===== config.mk =====
export PLATFORM = sky130hd
export DESIGN_NAME = ocf_mul
export DESIGN_NICKNAME = d
export VERILOG_FILES = /design/src/sv/ocf_pkg.sv /design/src/sv/ocf_mul.sv
export SDC_FILE = /design/constraint.sdc
export NUM_CORES = 2
export LEC_CHECK = 0
export BUFFER_PORTS_ARGS = -buffer_cell sky130_fd_sc_hd__buf_2
export CORE_UTILIZATION = 60
export DETAILED_ROUTE_END_ITERATION = 10
export PLACE_DENSITY = 0.88
export SLEW_MARGIN = 5
export SYNTH_ARGS = -nofsm -noshare
export SYNTH_HDL_FRONTEND = slang
export SYNTH_SLANG_ARGS = --single-unit
export TNS_END_PERCENT = 50

===== constraint.sdc =====
create_clock -name clk -period 11.1 [get_ports clk]
set_clock_uncertainty 0.05 [all_clocks]
set_input_delay 0.555 -clock clk [delete_from_list [all_inputs] [get_ports clk]]
set_output_delay 0.555 -clock clk [all_outputs]
set_load 0.05 [all_outputs]

===== src/sv/ocf_pkg.sv =====
// ocf_pkg: shared types, constants and helpers of the orbit course follower
// no dependencies

package ocf_pkg;

	localparam int DEF_CORDIC_STEPS  = 24;
	localparam int DEF_FRACTION_BITS = 16;

	// datapath widths
	localparam int DW  = 58;	// cordic x/y
	localparam int ZW  = 35;	// angle, q30
	localparam int MAW = 36;	// multiplier operand a
	localparam int MBW = 32;	// multiplier operand b
	localparam int PW  = 68;	// product and wide sums

	localparam logic [29:0]          INV_GAIN_Q30 = 30'd652032874;
	localparam logic signed [ZW-1:0] PI_Q30       = 35'sd3373259426;
	localparam logic signed [ZW-1:0] HALF_PI_Q30  = 35'sd1686629713;

	localparam logic [2:0] REG_CENTER_NORTH  = 3'd0;
	localparam logic [2:0] REG_CENTER_EAST   = 3'd1;
	localparam logic [2:0] REG_ORBIT_RADIUS  = 3'd2;
	localparam logic [2:0] REG_TURN_CW       = 3'd3;
	localparam logic [2:0] REG_RADIAL_GAIN   = 3'd4;
	localparam logic [2:0] REG_INTEGRAL_GAIN = 3'd5;
	localparam logic [2:0] REG_TIME_STEP     = 3'd6;

	typedef enum logic [3:0] {
		S_IDLE, S_VEC1, S_ROT1, S_MHI, S_MLO, S_DIST, S_MTS, S_INTG,
		S_ARG, S_ROT2, S_MIG, S_CMD
	} state_t;

	function automatic logic [29:0] atan_q30(input logic [4:0] i);
		case (i)
			5'd0: atan_q30 = 30'd843314857;
			5'd1: atan_q30 = 30'd497837829;
			5'd2: atan_q30 = 30'd263043837;
			5'd3: atan_q30 = 30'd133525159;
			5'd4: atan_q30 = 30'd67021687;
			5'd5: atan_q30 = 30'd33543516;
			5'd6: atan_q30 = 30'd16775851;
			5'd7: atan_q30 = 30'd8388437;
			5'd8: atan_q30 = 30'd4194283;
			5'd9: atan_q30 = 30'd2097149;
			5'd31: atan_q30 = 30'd0;
			default: atan_q30 = 30'd1 << (5'd30 - i);
		endcase
	endfunction

	function automatic logic signed [31:0] sat32(input logic signed [PW-1:0] v);
		if (v > PW'(64'sh7FFFFFFF))
			sat32 = 32'sh7FFFFFFF;
		else if (v < -PW'(64'sh80000000))
			sat32 = 32'sh80000000;
		else
			sat32 = v[31:0];
	endfunction

	// round half up, then arithmetic shift right
	function automatic logic signed [PW-1:0] rshift(input logic signed [PW-1:0] v,
			input int s);
		rshift = (v + (PW'(1) <<< (s - 1))) >>> s;
	endfunction

endpackage


===== src/sv/ocf_mul.sv =====
// ocf_mul: shared signed multiplier with registered product
// depends on ocf_pkg

module ocf_mul import ocf_pkg::*; (
	input  logic                  clk,
	input  logic                  en,
	input  logic signed [MAW-1:0] a,
	input  logic signed [MBW-1:0] b,
	output logic signed [PW-1:0]  p
);

	logic signed [PW-1:0] p_q;

	always_ff @(posedge clk) begin
		if (en)
			p_q <= PW'(a) * PW'(b);
	end

	assign p = p_q;

endmodule


==> run_results.csv <==
group,metric,value,unit
outcome,status,"completed",
synth,synth_top_area_share,57.1,%
critical_path,cp.required,11.16,ns
worst_hold_path,min_path_type,"primary input to register",
die,io_pins,138,
synth,synth_common_cells,"1,202 x fa_1, 1,074 x inv_1, 590 x nand2_1",
synth,syn_area_per_cell,9.65,um2
clock_tree,clk_pin_slew,0.06,ns
synth,yosysMostFrequentCell,"fa_1",
synth,synthCells,4366,
critical_path,cp_max_fo,36,
die,initial_utilization,61.0,%
global_route,grt.met2_usage,56.6,%
timing,max_slew_margin,31.1,%
synth,ys_seq_elements,68,
die,dieArea,0.0713,mm2
clock_tree,cts_sinks,68,
synth,synthesis.area,0.0421,mm2
die,die_w,267,um
timing,final_max_slew_viol_count,0,
synth,async_flop_share,0,%
job,cap_violations,0,
die,core_area,0.0691,mm2
clock_tree,post_cts_resized,0,
timing,fin_crit,8.91,ns
global_route,busiest_layer,"met2",
clock_tree,clockBufferDepth,2,
layout,layout-drive-gt1-share,4.29,%
placed_design,pre_cts_slack,1.93,ns
timing,fin_crit_sh,80.2,%
detailed_routing,route.detailed.drc,0,
global_route,first_global_vias,35028,
clock_tree,h-tree-depth,3,
synth,yosys-top-cells-area,"fa_1 57%, inv_1 9.6%, and2_1 8.7%",
detailed_routing,drtIter0Drc,2815,
clock_tree,cts-root-buf,"clkbuf_16",
die,die_y,267,um
synth,ys_types,67,
timing,max_freq,112,MHz
layout,fin_nets,5748,
timing,setup_viol,0,
synth,synth_ff_type,"edfxtp_1",
synth,synth-seq-area-share,4.85,%
clock_tree,hold_buffers,0,
global_route,met3_usage,6.57,%
synth,yosysWarnings,0,
critical_path,arrival,8.96,ns
timing,final_hold_viol_count,0,
layout,area_growth,3.13,%
timing,rsz0062_at_grt,"false",
global_route,grt_use_total,33.4,%
critical_path,path_class,"primary input to register",
synth,syn_nets,5830,
global_route,grt-ovfl-total,0,
layout,largest_reg_flops,68,
detailed_routing,num_vias,30529,
timing,fin_setup_tns,0,ns
detailed_routing,wl_per_cell,21.3,um
clock_tree,cts_tree,"built",
clock_tree,postCtsSetupBuffers,0,
global_route,antenna_found_initial,7,
critical_path,cp-start-kind,"primary input",
timing,worst_slew_pin_slew,1.03,ns
detailed_routing,ant_nets,0,
die,std_cell_rows,96,
global_route,grt_pass1_wl,181,mm
clock_tree,numCtsBuffers,9,
detailed_routing,via_per_inst,5.84,
global_route,grt_max_degree,69,
placed_design,post-dp-hpwl,88.7,mm
timing,fin_ws,2.19,ns
synth,synth_edf_count,68,
placed_design,io_buffers,137,
critical_path,cp-end-kind,"register",
global_route,use_met1,36.9,%
detailed_routing,postRouteWirelength,111,mm
placed_design,routabilityCongestion,0.943,
synth,yosys.area.top_type,"fa_1",
detailed_routing,first_pass_iters,7,
## worst max-delay path, stage by stage
cell	delay, ns
buf_2	0.60
nand2_1	0.27
inv_1	0.15
fa_1	0.41
inv_1	0.25
fa_1	0.55
inv_1	0.19
fa_1	0.50
fa_1	0.88
inv_1	0.40
fa_1	0.60
inv_1	0.06
fa_1	0.54
inv_1	0.07
fa_1	0.48
inv_1	0.05
fa_1	0.45
ha_1	0.37
a21o_1	0.24
a21o_1	0.18
a21oi_1	0.26
o21bai_1	0.12
a21oi_1	0.15
o21bai_1	0.11
a31o_2	0.25
a31oi_1	0.17
xnor2_1	0.08
## final cells by class
type | instances | area, um2
Antenna cell | 7 | 17.5
Clock buffer | 9 | 225
Clock inverter | 7 | 75.1
Fill cell | 5179 | 25600
Inverter | 1074 | 4030
Multi-Input combinational cell | 2986 | 35100
Sequential cell | 68 | 2040
Tap cell | 931 | 1160
Timing Repair Buffer | 145 | 748
## cells by family after synthesis
group           synth area share (%)
fa+ha+maj                       62.8
buf+inv                         11.7
simple gates                    15.6
compound gates                  3.44
xor+xnor                        1.50
flops                           4.85
mux                           0.0475
## layout by cell type, fill, tap and decap left out, types with 11 or more instances in the layout
master,Yosys,final
xor2_1,26,26
xnor2_1,46,46
buf_2,7,136
a21o_1,24,24
a21oi_1,68,68
and2_1,585,585
nor2_1,63,63
o21ai_0,32,32
edfxtp_1,68,68
nand4_1,11,11
nand2_1,590,590
fa_1,1202,1202
nand3_1,14,14
ha_1,192,192
inv_1,1074,1074
o21bai_1,12,12
nand2b_1,11,11
## routing by layer
layer / up-vias / share of wire [%]
li1: 12298 / -
met2: 1903 / 50
met5: - / 0.029
met3: 687 / 9.0
met4: 6 / 9.5
met1: 15635 / 31
## worst paths after layout
check / start / cells after the start / slack, ns / endpoint
worst max-delay path: b[5] / 27 / 2.19 / p[65]
worst min-delay path: en / 1 / 0.80 / p[18]
## metrics by stage
stage	hold WS [ns]	area [um2]	utilization (%)	cells
6_report	0.798	43400	62.9	5227
3_5_place_dp	1.05	43100	62.4	5204
2_1_floorplan	0.617	42100	-	4366
5_1_grt	0.800	43400	62.9	5221
4_1_cts	0.782	43400	62.9	5220
3_3_place_gp	1.04	43100	62.4	5204
Power is left out: the tool's default activity adds up to more than one toggle a clock period on the data nets, which glitch-free logic cannot reach.
