--- src/sv/ocf_pkg.sv ---
// ocf_pkg: shared types, constants and helpers of the orbit course follower
// no dependencies

package ocf_pkg;

	localparam int DEF_CORDIC_STEPS  = 24;
	localparam int DEF_FRACTION_BITS = 16;

	// datapath widths
	localparam int DW  = 58;	// cordic x/y
	localparam int ZW  = 35;	// angle, q30
	localparam int MAW = 36;	// multiplier operand a
	localparam int MBW = 32;	// multiplier operand b
	localparam int PW  = 68;	// product and wide sums

	localparam logic [29:0]          INV_GAIN_Q30 = 30'd652032874;
	localparam logic signed [ZW-1:0] PI_Q30       = 35'sd3373259426;
	localparam logic signed [ZW-1:0] HALF_PI_Q30  = 35'sd1686629713;

	localparam logic [2:0] REG_CENTER_NORTH  = 3'd0;
	localparam logic [2:0] REG_CENTER_EAST   = 3'd1;
	localparam logic [2:0] REG_ORBIT_RADIUS  = 3'd2;
	localparam logic [2:0] REG_TURN_CW       = 3'd3;
	localparam logic [2:0] REG_RADIAL_GAIN   = 3'd4;
	localparam logic [2:0] REG_INTEGRAL_GAIN = 3'd5;
	localparam logic [2:0] REG_TIME_STEP     = 3'd6;

	typedef enum logic [3:0] {
		S_IDLE, S_VEC1, S_ROT1, S_MHI, S_MLO, S_DIST, S_MTS, S_INTG,
		S_ARG, S_ROT2, S_MIG, S_CMD
	} state_t;

	function automatic logic [29:0] atan_q30(input logic [4:0] i);
		case (i)
			5'd0: atan_q30 = 30'd843314857;
			5'd1: atan_q30 = 30'd497837829;
			5'd2: atan_q30 = 30'd263043837;
			5'd3: atan_q30 = 30'd133525159;
			5'd4: atan_q30 = 30'd67021687;
			5'd5: atan_q30 = 30'd33543516;
			5'd6: atan_q30 = 30'd16775851;
			5'd7: atan_q30 = 30'd8388437;
			5'd8: atan_q30 = 30'd4194283;
			5'd9: atan_q30 = 30'd2097149;
			5'd31: atan_q30 = 30'd0;
			default: atan_q30 = 30'd1 << (5'd30 - i);
		endcase
	endfunction

	function automatic logic signed [31:0] sat32(input logic signed [PW-1:0] v);
		if (v > PW'(64'sh7FFFFFFF))
			sat32 = 32'sh7FFFFFFF;
		else if (v < -PW'(64'sh80000000))
			sat32 = 32'sh80000000;
		else
			sat32 = v[31:0];
	endfunction

	// round half up, then arithmetic shift right
	function automatic logic signed [PW-1:0] rshift(input logic signed [PW-1:0] v,
			input int s);
		rshift = (v + (PW'(1) <<< (s - 1))) >>> s;
	endfunction

endpackage

--- src/sv/ocf_cordic.sv ---
// ocf_cordic: iterative vectoring cordic, one micro-rotation per cycle
// depends on ocf_pkg

module ocf_cordic import ocf_pkg::*; #(
	parameter int CORDIC_STEPS = DEF_CORDIC_STEPS
) (
	input  logic                 clk,
	input  logic                 arst_n,
	input  logic                 start,
	input  logic signed [DW-1:0] x0,
	input  logic signed [DW-1:0] y0,
	output logic                 done,
	output logic signed [DW-1:0] x,
	output logic signed [ZW-1:0] z
);

	localparam int IW = $clog2(CORDIC_STEPS);

	logic signed [DW-1:0] x_q, y_q, dx, dy;
	logic signed [ZW-1:0] z_q, a;
	logic [IW-1:0]        i_q;
	logic                 busy_q, done_q;

	assign dx = y_q >>> i_q;
	assign dy = x_q >>> i_q;
	assign a  = ZW'(atan_q30(5'(i_q)));

	always_ff @(posedge clk or negedge arst_n) begin
		if (!arst_n) begin
			busy_q <= 1'b0;
			done_q <= 1'b0;
			i_q    <= '0;
		end else begin
			done_q <= 1'b0;
			if (start) begin
				busy_q <= 1'b1;
				i_q    <= '0;
			end else if (busy_q) begin
				i_q <= i_q + 1'b1;
				if (i_q == IW'(CORDIC_STEPS - 1)) begin
					busy_q <= 1'b0;
					done_q <= 1'b1;
				end
			end
		end
	end

	always_ff @(posedge clk) begin
		if (start) begin
			x_q <= x0;
			y_q <= y0;
			z_q <= '0;
		end else if (busy_q) begin
			if (!y_q[DW-1]) begin
				x_q <= x_q + dx;
				y_q <= y_q - dy;
				z_q <= z_q + a;
			end else begin
				x_q <= x_q - dx;
				y_q <= y_q + dy;
				z_q <= z_q - a;
			end
		end
	end

	assign done = done_q;
	assign x    = x_q;
	assign z    = z_q;

endmodule

--- config.mk ---
export PLATFORM = sky130hd
export DESIGN_NAME = ocf_cordic
export DESIGN_NICKNAME = d
export VERILOG_FILES = /design/src/sv/ocf_pkg.sv /design/src/sv/ocf_cordic.sv
export SDC_FILE = /design/constraint.sdc
export NUM_CORES = 1
export LEC_CHECK = 0
export BUFFER_PORTS_ARGS = -buffer_cell sky130_fd_sc_hd__buf_2
export CAP_MARGIN = 10
export CORE_MARGIN = 2
export CORE_UTILIZATION = 35
export CTS_CLUSTER_SIZE = 12
export DETAILED_ROUTE_END_ITERATION = 10
export HOLD_SLACK_MARGIN = 0.1
export PLACE_DENSITY = 0.62
export SYNTH_ARGS = -nofsm -noshare
export SYNTH_HDL_FRONTEND = slang
export SYNTH_SLANG_ARGS = --single-unit
--- constraint.sdc ---
create_clock -name clk -period 8.9 [get_ports clk]
set_input_delay 0.89 -clock clk [delete_from_list [all_inputs] [get_ports clk]]
set_output_delay 0.89 -clock clk [all_outputs]
set_load 0.005 [all_outputs]
==> results.sh <==
export IMPL_outcome="complete, no violations"
export IMPL_grt_pass1_wl_um=161000
export IMPL_drc=0
export IMPL_yosysMostFrequentCell="nand2_1"
export IMPL_start_util_pct=35.5
export IMPL_gp_congestion=1.02
export IMPL_rrSetupSlack_ns=0.60
export IMPL_numCtsBuffers=17
export IMPL_final_core_util_pct=38.6
export IMPL_h_tree_depth=4
export IMPL_gr_total_overflow=0
export IMPL_seqCellArea_mm2=0.00438
export IMPL_vias_per_cell=6.30
export IMPL_yosysSeqAreaShare_pct=16.1
export IMPL_cts_tree="built"
export IMPL_drv_cap=0
export IMPL_min_path_type="input pin to asynchronous set/reset pin"
export IMPL_cts_root_buf="clkbuf_16"
export IMPL_die_w_um=282
export IMPL_cts_root_to_sink_buffers=2
export IMPL_synth_cell_type_count=109
export IMPL_critPathArrivalTime_ns=8.66
export IMPL_postLayoutCellArea_mm2=0.0294
export IMPL_synth_area_leader_cell="edfxtp_1"
export IMPL_wl_um=109000
export IMPL_drtIter0Drc=2848
export IMPL_drive_above_1_share_pct=17.2
export IMPL_grt_use_total_pct=26.7
export IMPL_antenna_found_initial=1
export IMPL_hpwl_um=84400
export IMPL_max_freq_mhz=120
export IMPL_fin_crit_sh_pct=93.3
export IMPL_die_area_mm2=0.0794
export IMPL_ys_ff_latch=158
export IMPL_required_ns=9.26
export IMPL_numClockSinks=158
export IMPL_area_delta_synth_final_pct=8.95
export IMPL_setup_viol=0
export IMPL_grt_max_degree=93
export IMPL_yosysTopAreaCellShare_pct=12.9
export IMPL_layout_min_cycle_time_ns=8.30
export IMPL_clk_latency_ns=0.51
export IMPL_syn_area_mm2=0.0270
export IMPL_core_area_mm2=0.0762
export IMPL_ys_top_cells_by_count="nand2_1, nor2_1, a21oi_1, o21ai_0, ha_1"
export IMPL_slew_headroom_pct=15.4
export IMPL_drt_first_pass_iters=6
export IMPL_final_hold_viol_count=0
export IMPL_ios=213
export IMPL_yosys_most_used_dff="edfxtp_1"
export IMPL_fin_cells=4319
export IMPL_place_area_mm2=0.0288
export IMPL_num_vias=27200
export IMPL_num_rows=101
export IMPL_drtAntennaViolNets=0
export IMPL_cp_max_fo=80
export IMPL_portBuffers=212
export IMPL_synth_cells=3190
export IMPL_syn_nets=3468
export IMPL_critical_path_class="register to register"
export IMPL_placed_cells=4285
export IMPL_wl_per_cell_um=25.2
export IMPL_worst_slew_pin_slew_ns=1.27
export IMPL_slew_violations=0
export IMPL_rsz0062_at_grt="false"
export IMPL_grt_pass1_vias=25200
export IMPL_crit_path_end_kind="register"
export IMPL_synthTopCellsByArea="edfxtp_1, mux4_2, ha_1, mux2i_1, nand2_1"
export IMPL_final_nets=3553
export IMPL_syn_avg_cell_area_um2=8.47
export IMPL_clk_pin_slew_ns=0.08
export IMPL_chipHeight_um=282
export IMPL_ys_warn_count=0
export IMPL_multi_input_area_mm2=0.0213
export IMPL_skew_ns=0.0127
export IMPL_nFillCells=7789
export IMPL_synth_edf_count=116
export IMPL_async_flop_share_pct=4.43
export IMPL_crit_path_start_kind="register"
export IMPL_finalSetupTns_ns=0
-- placed cells by master (no fill, tap or decap), types with 11 or more instances in the layout --
cell / netlist / layout
o21a_1: 27 / 27
nand3_1: 62 / 62
nor4_1: 14 / 14
buf_2: 30 / 211
nor2b_1: 34 / 34
or2_2: 15 / 15
inv_1: 62 / 61
nand4_1: 30 / 30
nor2_1: 257 / 257
mux2i_1: 134 / 134
or3_1: 16 / 16
a221oi_1: 15 / 15
o211ai_1: 25 / 25
nand2_1: 351 / 350
o21bai_1: 22 / 22
a221o_1: 15 / 15
a22oi_1: 11 / 11
buf_4: 7 / 60
edfxtp_1: 116 / 116
ha_1: 156 / 156
o21ai_0: 238 / 238
dfxtp_1: 35 / 35
o31ai_1: 20 / 20
mux4_2: 133 / 133
mux2_2: 64 / 64
and2_1: 37 / 37
clkbuf_16: 0 / 18
xnor2_1: 148 / 148
nand2b_1: 33 / 33
nor3_1: 71 / 71
o22ai_1: 30 / 30
a21o_1: 83 / 83
mux4_1: 36 / 36
xor2_1: 112 / 112
a21oi_1: 241 / 241
a211oi_1: 44 / 44
and3_1: 34 / 34
a31oi_1: 62 / 62
-- worst max-delay path: stages (launching register included) --
cell      delay [ns]
dfrtp_4         1.06
mux4_1          0.57
mux4_2          0.52
a222oi_1        0.46
buf_4           0.25
o311ai_1        0.21
nor4_1          0.66
nor4b_1         0.30
buf_4           0.17
and2_1          0.23
and3_1          0.35
a31oi_1         0.14
xor2_1          0.17
ha_1            0.40
a21o_1          0.20
a21oi_1         0.17
o21ai_0         0.12
a221o_1         0.36
a21oi_1         0.12
buf_4           0.16
o21ai_0         0.16
o41a_1          0.42
a311o_1         0.37
o31ai_1         0.28
nand4_1         0.14
o211ai_1        0.12
-- cell type report --
type	instances	share of cell area [%]
clock inverter	13	0.438
clock buffer	19	1.58
tap	1030	4.38
timing repair buffer	278	5.57
antenna	1	0.00850
multi-input combinational	2754	72.3
sequential	158	14.9
inverter	66	0.850
-- flip-flops by register name (all words and copies together), names as in the netlist --
register / cells
y_q: 58
x: 58
i_q: 5
done: 1
busy_q: 1
z: 35
-- final timing paths --
kind | startpoint | endpoint | cells past startpoint
setup / recovery | i_q[3] | y_q[56] | 25
hold reg to reg | z[0] | z[0] | 2
max in group asynchronous | arst_n | i_q[3] | 1
min in group clk | z[0] | z[0] | 2
setup reg to reg | i_q[3] | y_q[56] | 25
hold / removal | arst_n | i_q[4] | 1
-- cell families (layout without fill, tap and decap cells) --
family | count (synthesis) | in the layout | share of synthesized area, %
fa+ha+maj | 159 | 159 | 7.45
compound gates | 960 | 960 | 22.7
buf+inv | 278 | 376 | 5.13
other cells | 0 | 1 | 0
simple gates | 1003 | 1003 | 17.6
flops | 158 | 158 | 16.1
mux | 372 | 372 | 22.6
xor+xnor | 260 | 260 | 8.43
-- timing repair --
| item | CTS | global route |
|---|---|---|
| setup endpoints to repair | 0 | 1 |
| endpoints found under the hold margin | 0 | 0 |
| setup buffers | 0 | 1 |
| gates resized for setup | 0 | 0 |
| hold buffers | 0 | 0 |
-- metal layers --
layer | track usage, % | part of all wire [%] | vias to the layer above
li1 | - | - | 12300
met1 | 35.2 | 41 | 13100
met2 | 41.4 | 44 | 1459
met3 | 4.27 | 8.2 | 285
met4 | 15.6 | 6.3 | 0
met5 | 0 | 0 | -
-- through the flow --
stage,hold slack [ns],setup WS (ns)
after floorplan,0.474,1.31
after detailed placement,0.495,0.607
after CTS,0.181,0.533
after global placement,0.484,0.617
after global routing,0.201,0.188
final,0.207,0.596
Power is not shown: default switching activity piles up to over one toggle a cycle in this logic, so the estimate is an artifact.
